File: src/hdl/tcvf_pkg.sv
// tcvf_pkg: shared types, codes and level tables for the two-channel volume fader
// no dependencies; imported by every module of the block
`default_nettype none

package tcvf_pkg;

  // input item as seen on the push side
  typedef struct packed {
    logic [1:0] func;
    logic       chan;
  } item_t;

  // result item as seen on the pop side
  typedef struct packed {
    logic               out_chan;
    logic signed [11:0] out_volume;
    logic               stop_play;
    logic               last;
  } result_t;

  // input selector codes
  localparam logic [1:0] FUNC_TICK     = 2'd0;
  localparam logic [1:0] FUNC_FADE_OUT = 2'd1;
  localparam logic [1:0] FUNC_FADE_IN  = 2'd2;

  // configuration register indexes
  localparam logic REG_LEVEL_CH0 = 1'b0;
  localparam logic REG_LEVEL_CH1 = 1'b1;

  localparam logic [3:0] LEVEL_INDEX_RESET = 4'd9;

  // fade flag bits
  localparam int FLAG_OUT_CH0 = 0;
  localparam int FLAG_OUT_CH1 = 1;
  localparam int FLAG_IN_CH0  = 2;
  localparam int FLAG_IN_CH1  = 3;

  localparam logic signed [11:0] VOL_FULL_DOWN = -12'sd990;
  localparam logic signed [11:0] VOL_STOP_EDGE = -12'sd300;

  // classified command passed from front to back
  typedef enum logic [1:0] {
    OP_TICK     = 2'd0,
    OP_FADE_OUT = 2'd1,
    OP_FADE_IN  = 2'd2
  } op_kind_t;

  typedef struct packed {
    op_kind_t kind;
    logic     chan;
  } op_t;

  // back status for checking
  typedef struct packed {
    logic [3:0] flags;
    logic       busy;
  } back_status_t;

  // level = index * 110, index above 9 treated as 9
  function automatic logic signed [11:0] level_of(input logic [3:0] idx);
    logic signed [11:0] lv;
    unique case (idx)
      4'd0:    lv = 12'sd0;
      4'd1:    lv = 12'sd110;
      4'd2:    lv = 12'sd220;
      4'd3:    lv = 12'sd330;
      4'd4:    lv = 12'sd440;
      4'd5:    lv = 12'sd550;
      4'd6:    lv = 12'sd660;
      4'd7:    lv = 12'sd770;
      4'd8:    lv = 12'sd880;
      default: lv = 12'sd990;
    endcase
    return lv;
  endfunction

  // fade-out step (level-300)/90, truncated toward zero
  function automatic logic signed [7:0] out_step(input logic [3:0] idx);
    logic signed [7:0] st;
    unique case (idx)
      4'd0:    st = -8'sd3;
      4'd1:    st = -8'sd2;
      4'd2:    st = 8'sd0;
      4'd3:    st = 8'sd0;
      4'd4:    st = 8'sd1;
      4'd5:    st = 8'sd2;
      4'd6:    st = 8'sd4;
      4'd7:    st = 8'sd5;
      4'd8:    st = 8'sd6;
      default: st = 8'sd7;
    endcase
    return st;
  endfunction

  // fade-in step level/90
  function automatic logic signed [7:0] in_step(input logic [3:0] idx);
    logic signed [7:0] st;
    unique case (idx)
      4'd0:    st = 8'sd0;
      4'd1:    st = 8'sd1;
      4'd2:    st = 8'sd2;
      4'd3:    st = 8'sd3;
      4'd4:    st = 8'sd4;
      4'd5:    st = 8'sd6;
      4'd6:    st = 8'sd7;
      4'd7:    st = 8'sd8;
      4'd8:    st = 8'sd9;
      default: st = 8'sd11;
    endcase
    return st;
  endfunction

  // volume plus or minus a step, saturated to the 12-bit range
  function automatic logic signed [11:0] vol_move(input logic signed [11:0] cur,
                                                  input logic signed [7:0]  st,
                                                  input logic               down);
    logic signed [12:0] a;
    logic signed [12:0] b;
    logic signed [12:0] s;
    logic signed [11:0] r;
    a = {cur[11], cur};
    b = {{5{st[7]}}, st};
    s = down ? (a - b) : (a + b);
    if (s[12] != s[11]) begin
      r = s[12] ? 12'sh800 : 12'sh7ff;
    end else begin
      r = s[11:0];
    end
    return r;
  endfunction

endpackage

`default_nettype wire

File: src/hdl/tcvf_front.sv
// tcvf_front: accepts input items, classifies them and queues commands for the back
// depends on tcvf_pkg
`default_nettype none

module tcvf_front
  import tcvf_pkg::*;
(
  input  wire logic  clk,
  input  wire logic  rst,
  input  wire logic  push,
  output logic       full,
  input  wire item_t item,
  output logic       op_valid,
  output op_t        op,
  input  wire logic  op_take
);

  op_t        q [2];
  logic       wr_ptr;
  logic       rd_ptr;
  logic [1:0] count;
  logic       accept;
  logic       keep;
  op_t        op_new;

  // classify; selector 3 is accepted and dropped
  always_comb begin
    op_new.chan = item.chan;
    keep        = 1'b1;
    unique case (item.func)
      FUNC_TICK:     op_new.kind = OP_TICK;
      FUNC_FADE_OUT: op_new.kind = OP_FADE_OUT;
      FUNC_FADE_IN:  op_new.kind = OP_FADE_IN;
      default: begin
        op_new.kind = OP_TICK;
        keep        = 1'b0;
      end
    endcase
  end

  assign full     = (count == 2'd2);
  assign accept   = push && !full;
  assign op_valid = (count != 2'd0);
  assign op       = q[rd_ptr];

  // queue pointers and count
  always_ff @(posedge clk) begin
    if (rst) begin
      wr_ptr <= 1'b0;
      rd_ptr <= 1'b0;
      count  <= 2'd0;
    end else begin
      if (accept && keep) begin
        wr_ptr <= ~wr_ptr;
      end
      if (op_take && op_valid) begin
        rd_ptr <= ~rd_ptr;
      end
      count <= count + {1'b0, accept && keep} - {1'b0, op_take && op_valid};
    end
  end

  // queue storage
  always_ff @(posedge clk) begin
    if (accept && keep) begin
      q[wr_ptr] <= op_new;
    end
  end

endmodule

`default_nettype wire

File: src/hdl/tcvf_back.sv
// tcvf_back: fade state, command execution and result buffer for the volume fader
// depends on tcvf_pkg
`default_nettype none

module tcvf_back
  import tcvf_pkg::*;
(
  input  wire logic   clk,
  input  wire logic   rst,
  input  wire logic   op_valid,
  input  wire op_t    op,
  output logic        op_take,
  input  wire logic   wr_en,
  input  wire logic   wr_index,
  input  wire [3:0]   wr_data,
  output logic        empty,
  input  wire logic   pop,
  output result_t     result,
  output back_status_t status
);

  logic [3:0]         idx0;
  logic [3:0]         idx1;
  logic [3:0]         flags;
  logic [3:0]         flags_next;
  logic signed [7:0]  step0;
  logic signed [7:0]  step0_next;
  logic signed [7:0]  step1;
  logic signed [7:0]  step1_next;
  logic signed [11:0] cur0;
  logic signed [11:0] cur0_next;
  logic signed [11:0] cur1;
  logic signed [11:0] cur1_next;
  logic signed [11:0] lv0;
  logic signed [11:0] lv1;
  logic [1:0]         outs;
  logic [1:0]         ins;
  result_t            slot [4];
  result_t            slot_new [4];
  logic [3:0]         mask;
  logic [3:0]         mask_new;
  logic [3:0]         head;
  logic [1:0]         head_sel;
  logic               is_tick;

  assign lv0  = level_of(idx0);
  assign lv1  = level_of(idx1);
  assign outs = flags[1:0];
  assign ins  = flags[3:2];

  // a tick waits for the result buffer to drain; start commands never do
  assign is_tick = (op.kind == OP_TICK);
  assign op_take = op_valid && (!is_tick || (mask == 4'd0));

  // execute one command
  always_comb begin
    flags_next = flags;
    step0_next = step0;
    step1_next = step1;
    cur0_next  = cur0;
    cur1_next  = cur1;
    mask_new   = 4'd0;
    for (int i = 0; i < 4; i++) begin
      slot_new[i] = '0;
    end
    unique case (op.kind)
      OP_FADE_OUT: begin
        if (ins == 2'b00) begin
          if (!op.chan && outs != 2'b01) begin
            flags_next[FLAG_OUT_CH0] = 1'b1;
            step0_next = out_step(idx0);
            cur0_next  = lv0 + VOL_FULL_DOWN;
          end
          if (op.chan && outs != 2'b10) begin
            flags_next[FLAG_OUT_CH1] = 1'b1;
            step1_next = out_step(idx1);
            cur1_next  = lv1 + VOL_FULL_DOWN;
          end
        end
      end
      OP_FADE_IN: begin
        if (outs == 2'b00 && op.chan && ins != 2'b10) begin
          flags_next[FLAG_IN_CH1] = 1'b1;
          step1_next = in_step(idx1);
          cur1_next  = VOL_FULL_DOWN;
        end
      end
      default: begin
        if (outs != 2'b00) begin
          // fade-outs step down, end below the stop edge
          if (flags[FLAG_OUT_CH0]) begin
            cur0_next = vol_move(cur0, step0, 1'b1);
          end
          if (flags[FLAG_OUT_CH1]) begin
            cur1_next = vol_move(cur1, step1, 1'b1);
          end
          mask_new[0] = flags[FLAG_OUT_CH0];
          mask_new[1] = flags[FLAG_OUT_CH1];
          mask_new[2] = flags[FLAG_OUT_CH0] && (cur0_next < VOL_STOP_EDGE);
          mask_new[3] = flags[FLAG_OUT_CH1] && (cur1_next < VOL_STOP_EDGE);
          slot_new[2].out_volume = lv0 + VOL_FULL_DOWN;
          slot_new[3].out_volume = lv1 + VOL_FULL_DOWN;
          slot_new[2].stop_play  = 1'b1;
          slot_new[3].stop_play  = 1'b1;
          if (mask_new[2]) begin
            flags_next[FLAG_OUT_CH0] = 1'b0;
          end
          if (mask_new[3]) begin
            flags_next[FLAG_OUT_CH1] = 1'b0;
          end
        end else if (ins != 2'b00) begin
          // fade-ins step up, end above the level
          if (flags[FLAG_IN_CH0]) begin
            cur0_next = vol_move(cur0, step0, 1'b0);
          end
          if (flags[FLAG_IN_CH1]) begin
            cur1_next = vol_move(cur1, step1, 1'b0);
          end
          mask_new[0] = flags[FLAG_IN_CH0];
          mask_new[1] = flags[FLAG_IN_CH1];
          mask_new[2] = flags[FLAG_IN_CH0] && (cur0_next > lv0);
          mask_new[3] = flags[FLAG_IN_CH1] && (cur1_next > lv1);
          slot_new[2].out_volume = lv0;
          slot_new[3].out_volume = lv1;
          if (mask_new[2]) begin
            flags_next[FLAG_IN_CH0] = 1'b0;
          end
          if (mask_new[3]) begin
            flags_next[FLAG_IN_CH1] = 1'b0;
          end
        end
        slot_new[0].out_volume = cur0_next;
        slot_new[1].out_volume = cur1_next;
        slot_new[0].out_chan   = 1'b0;
        slot_new[1].out_chan   = 1'b1;
        slot_new[2].out_chan   = 1'b0;
        slot_new[3].out_chan   = 1'b1;
      end
    endcase
  end

  // oldest pending result is the lowest set mask bit
  always_comb begin
    head     = 4'd0;
    head_sel = 2'd0;
    priority if (mask[0]) begin
      head[0]  = 1'b1;
      head_sel = 2'd0;
    end else if (mask[1]) begin
      head[1]  = 1'b1;
      head_sel = 2'd1;
    end else if (mask[2]) begin
      head[2]  = 1'b1;
      head_sel = 2'd2;
    end else if (mask[3]) begin
      head[3]  = 1'b1;
      head_sel = 2'd3;
    end
  end

  assign empty = (mask == 4'd0);

  always_comb begin
    result      = slot[head_sel];
    result.last = ((mask & ~head) == 4'd0);
  end

  assign status.flags = flags;
  assign status.busy  = !empty;

  // control and fade state
  always_ff @(posedge clk) begin
    if (rst) begin
      idx0  <= LEVEL_INDEX_RESET;
      idx1  <= LEVEL_INDEX_RESET;
      flags <= 4'd0;
      step0 <= '0;
      step1 <= '0;
      cur0  <= '0;
      cur1  <= '0;
      mask  <= 4'd0;
    end else begin
      if (wr_en) begin
        unique case (wr_index)
          REG_LEVEL_CH0: idx0 <= wr_data;
          REG_LEVEL_CH1: idx1 <= wr_data;
          default:       idx1 <= wr_data;
        endcase
      end
      if (op_take) begin
        flags <= flags_next;
        step0 <= step0_next;
        step1 <= step1_next;
        cur0  <= cur0_next;
        cur1  <= cur1_next;
      end
      if (op_take && is_tick) begin
        mask <= mask_new;
      end else if (pop && !empty) begin
        mask <= mask & ~head;
      end
    end
  end

  // result slots, loaded by a tick
  always_ff @(posedge clk) begin
    if (op_take && is_tick) begin
      for (int i = 0; i < 4; i++) begin
        slot[i] <= slot_new[i];
      end
    end
  end

endmodule

`default_nettype wire

File: src/hdl/two_channel_volume_fader.sv
// two_channel_volume_fader: top level, front command queue plus back fade engine
// depends on tcvf_pkg, tcvf_front, tcvf_back
//
//   channel  | handshake        | payload
//   ---------+------------------+--------------------------------------------
//   input    | push / full      | item   (func, chan)
//   result   | pop / empty      | result (out_chan, out_volume, stop_play, last)
//   config   | wr_en            | wr_index, wr_data (level index per channel)
//
// a command goes from push to the back through a registered two-entry queue
// a tick computes all of its results at once into the result buffer, which
// then delivers one per cycle while pop is held; a tick gives up to 4 results
// a tick waits while results of the previous tick remain; starts do not
// rst is synchronous: clears both queues and fade state, level indexes go to 9
`default_nettype none

module two_channel_volume_fader
  import tcvf_pkg::*;
(
  input  wire logic   clk,
  input  wire logic   rst,
  input  wire logic   push,
  output logic        full,
  input  wire item_t  item,
  output logic        empty,
  input  wire logic   pop,
  output result_t     result,
  input  wire logic   wr_en,
  input  wire logic   wr_index,
  input  wire [3:0]   wr_data
);

  logic         op_valid;
  op_t          op;
  logic         op_take;
  back_status_t status;

  // command intake
  tcvf_front u_front (
    .clk      (clk),
    .rst      (rst),
    .push     (push),
    .full     (full),
    .item     (item),
    .op_valid (op_valid),
    .op       (op),
    .op_take  (op_take)
  );

  // fade engine and result buffer
  tcvf_back u_back (
    .clk      (clk),
    .rst      (rst),
    .op_valid (op_valid),
    .op       (op),
    .op_take  (op_take),
    .wr_en    (wr_en),
    .wr_index (wr_index),
    .wr_data  (wr_data),
    .empty    (empty),
    .pop      (pop),
    .result   (result),
    .status   (status)
  );

  // fade-outs and fade-ins never run together
  assert property (@(posedge clk) disable iff (rst)
    !((status.flags[FLAG_OUT_CH0] || status.flags[FLAG_OUT_CH1]) &&
      (status.flags[FLAG_IN_CH0] || status.flags[FLAG_IN_CH1])))
    else $error("fade-out and fade-in active at once");

  // channel 0 never fades in
  assert property (@(posedge clk) disable iff (rst) !status.flags[FLAG_IN_CH0])
    else $error("fade-in flag set on channel 0");

  // a stop transfer restores level-990, never above zero
  assert property (@(posedge clk) disable iff (rst)
    (!empty && result.stop_play) |-> (result.out_volume <= 12'sd0))
    else $error("stop transfer with positive volume");

  // a transfer of a non-final result leaves more results pending
  assert property (@(posedge clk) disable iff (rst)
    (pop && !empty && !result.last) |=> !empty)
    else $error("results lost after non-final transfer");

endmodule

`default_nettype wire
File: config.mk
export PLATFORM = sky130hd
export DESIGN_NAME = two_channel_volume_fader
export DESIGN_NICKNAME = d
export VERILOG_FILES = /design/src/hdl/tcvf_pkg.sv /design/src/hdl/tcvf_front.sv /design/src/hdl/tcvf_back.sv /design/src/hdl/two_channel_volume_fader.sv
export SDC_FILE = /design/constraint.sdc
export NUM_CORES = 1
export LEC_CHECK = 0
export BUFFER_PORTS_ARGS = -buffer_cell sky130_fd_sc_hd__buf_2
export CAP_MARGIN = 40
export CORE_MARGIN = 2
export CORE_UTILIZATION = 45
export DETAILED_ROUTE_END_ITERATION = 12
export HOLD_SLACK_MARGIN = 0.06
export SLEW_MARGIN = 20
export SYNTH_ARGS = -nofsm -noshare
export SYNTH_HDL_FRONTEND = slang
export SYNTH_SLANG_ARGS = --single-unit
File: constraint.sdc
create_clock -name clk -period 4.6 [get_ports clk]
set_input_delay 0.46 -clock clk [delete_from_list [all_inputs] [get_ports clk]]
set_output_delay 0.46 -clock clk [all_outputs]
set_load 0.05 [all_outputs]
==> reports/qor.yml <==
run_status:
  status: "finished clean"
route:
  firstDrtPassIters: 5
  first_iter_violations: 671
  via_per_inst: 5.88
  drc: 0
  drtAntennaViolNets: 0
  drt-wirelength-per-cell_um: 19.0
  via_count: 7988
  routed_wl_mm: 25.8
worst_setup_path:
  end_kind: "flop"
  worst-path-buf-inv: 3
  path_class: "flop to flop"
  r2r-start: "u_back.step1[6]"
  critPathSlowestCell: "or3_1"
  r2r-end: "u_back.mask[3]"
  required_ns: 4.91
  cpPeakStageDelay_ns: 0.41
  path_max_fanout: 9
  r2r_setup_slack_ns: 0.30
  ff2ff_path_depth: 20
  cp.arrival_ns: 4.61
  cpLargestDelayFamily: "compound AO/OA/AOI/OAI gates"
  startpoint_type: "flop"
  crit_chain: "buf_4, ha_1, or3_1, or3b_1, o311ai_1, o31a_4, o311ai_4, buf_4, buf_4, o21ai_0, nand2_1, ha_1, o21a_1, o21ai_0, nand2b_1, a31oi_1, a211oi_1, o311ai_4, nor2b_1, a311o_1"
  worst_path_most_repeated_cell: "buf_4"
clocking:
  clockBufferDepth: 2
  cts_tree: "yes"
  holdBufCountCts: 0
  cts_sinks: 133
  cts_root_buffer: "clkbuf_16"
  clkTransAtPathRegs_ns: 0.06
  cts_buffers: 17
  clk_latency_ns: 0.42
  htreeDepth: 4
synth:
  synth_edf_count: 54
  synth.avg_cell_area_um2: 8.69
  synth_area_um2: 9060
  synth-seq-cells: 133
  yosysTopAreaCell: "edfxtp_1"
  synth_ff_type: "dfxtp_1"
  ys_types: 92
  synth_area_leaders: "edfxtp_1 (18%), dfxtp_1 (17%), ha_1 (9.1%), nor2_1 (4.9%), a21oi_1 (4.3%)"
  synth_most_common_cell: "nor2_1"
  synthCells: 1043
  synth_common_cells: "nor2_1 (119), nand2_1 (85), dfxtp_1 (79)"
  synthArstFlopShare: 0
  ys_seq_area_frac: 0.353
  syn_nets: 1125
  yosysTopAreaCellShare: 0.179
  yosysWarningCount: 0
power_and_ir_drop:
  vdd_drop_max_uv: 379
  total_leakage_power_nw: 4.17
  total_power_mw: 7.65
  power_density_nw_per_um2: 748
worst_hold_path:
  hold_start: "item[0]"
  min_path_cells: 1
  min_to: "u_front.q[1][0]"
  worstHoldPathType: "input pin to flop"
die:
  die_area_um2: 21300
  fp.coreArea_um2: 19600
  die_y_um: 146
  die-width_um: 146
  initial_utilization: 0.463
  io_pins: 30
  num_rows: 51
placement:
  port-buffer-count: 29
  globalplace.congestion: 0.917
  dp_hpwl_mm: 19.7
cells_and_area:
  fin_util: 0.522
  num_antenna_cells: 0
  final_nets: 1162
  drive_above_1_share: 0.126
  syn2layout_area_growth_pct: 12.7
sta:
  report.final.slew_viol_count: 0
  fin_worst_skew_ns: 0.00928
  setup_viol: 0
  max_freq_mhz: 233
  worst_slew_pin_slew_ns: 0.805
  slew_headroom: 0.462
  hold_viol: 0
  period_needed_ns: 4.30
  min_period_over_period: 0.935
grt:
  grt_overflow: 0
  grt_pass1_vias: 7389
  grt_usage: 0.245
  grt_start_max_net_pins: 41
  grt_first_pass_wirelength_mm: 41.0
  grt_antenna_before_repair: 0
run:
  cap_violations: 0
==> how the worst max path moves through the flow <==
stage	from	end	slack, ns	depth (start not counted)
finish	u_back.step1[6]	u_back.mask[3]	0.30	20
global route	u_back.step1[0]	u_back.mask[3]	-0.01	20
CTS	u_back.step1[6]	u_back.mask[3]	0.30	18
detailed placement	u_back.step1[0]	u_back.mask[3]	0.33	20
global placement	u_back.step1[0]	u_back.mask[3]	0.41	20
floorplan	u_back.step1[6]	u_back.mask[3]	0.47	20
==> layout make-up <==
| cell class | count | area, um2 |
|---|---|---|
| well taps | 265 | 332 |
| repair buffers | 66 | 422 |
| fillers | 1845 | 9370 |
| clock inverters | 12 | 140 |
| multi-input cells | 794 | 5420 |
| inverters | 68 | 255 |
| flip-flops and latches | 133 | 3200 |
| clock buffers | 20 | 447 |
==> metal layers <==
metal,up-vias,track usage,part of all wire
met5,-,0,0
met4,0,0.0652,0.017
met1,3733,0.355,0.47
met3,40,0.0611,0.081
li1,3898,-,-
met2,317,0.365,0.44
==> layout by cell type, fill, tap and decap left out, drive strengths merged, types with 24 or more instances in the layout <==
cell    instances
nand2          87
dfxtp          79
o21ai          85
nor3           28
a21oi          79
buf            66
edfxtp         54
nand3          24
inv            73
nor2          120
ha             66
==> timing repair <==
item | in CTS | in global routing
buffers inserted | 0 | 3
gates resized for setup | 0 | 3
setup endpoints to repair | 0 | 1
==> flip-flops by register name, summed over array words and instances (netlist names), named ones only <==
signal          cells
u_back.slot        48
u_back.cur0        12
u_back.cur1        12
u_back.lv0          9
u_back.lv1          9
u_front.q           6
u_back.step1        5
u_back.idx0         4
u_back.idx1         4
u_back.mask         4
u_back.step0        4
u_back.flags        3
u_front.count       2
u_front.rd_ptr      1
u_front.wr_ptr      1
==> stage by stage <==
| step | hold WS [ns] | instance area (um2) | cells | setup TNS (ns) | setup slack (ns) |
|---|---|---|---|---|---|
| 2_1_floorplan | 0.425 | 9060 | 1043 | 0 | 0.468 |
| 3_3_place_gp | 0.436 | 9560 | 1319 | 0 | 0.409 |
| 3_5_place_dp | 0.443 | 9590 | 1323 | 0 | 0.329 |
| 4_1_cts | 0.213 | 10200 | 1355 | 0 | 0.303 |
| 5_1_grt | 0.213 | 10200 | 1358 | -0.0133 | -0.0133 |
| 6_report | 0.230 | 10200 | 1358 | 0 | 0.301 |
==> cells by family after synthesis <==
logic type      share of synthesized area
buf+inv                            0.0512
flops                               0.353
simple gates                        0.179
xor+xnor                           0.0367
mux                                0.0373
compound gates                      0.242
fa+ha+maj                           0.100
==> where the power goes <==
group / switching, mW / total, mW / internal (mW) / leakage, nW
clock: 0.532 / 1.36 / 0.823 / 0.293
sequential: 0.191 / 1.69 / 1.50 / 1.16
combinational: 2.93 / 4.61 / 1.68 / 2.72
total: 3.65 / 7.65 / 4.00 / 4.17
No activity file was read; power rests on OpenSTA's default activity.
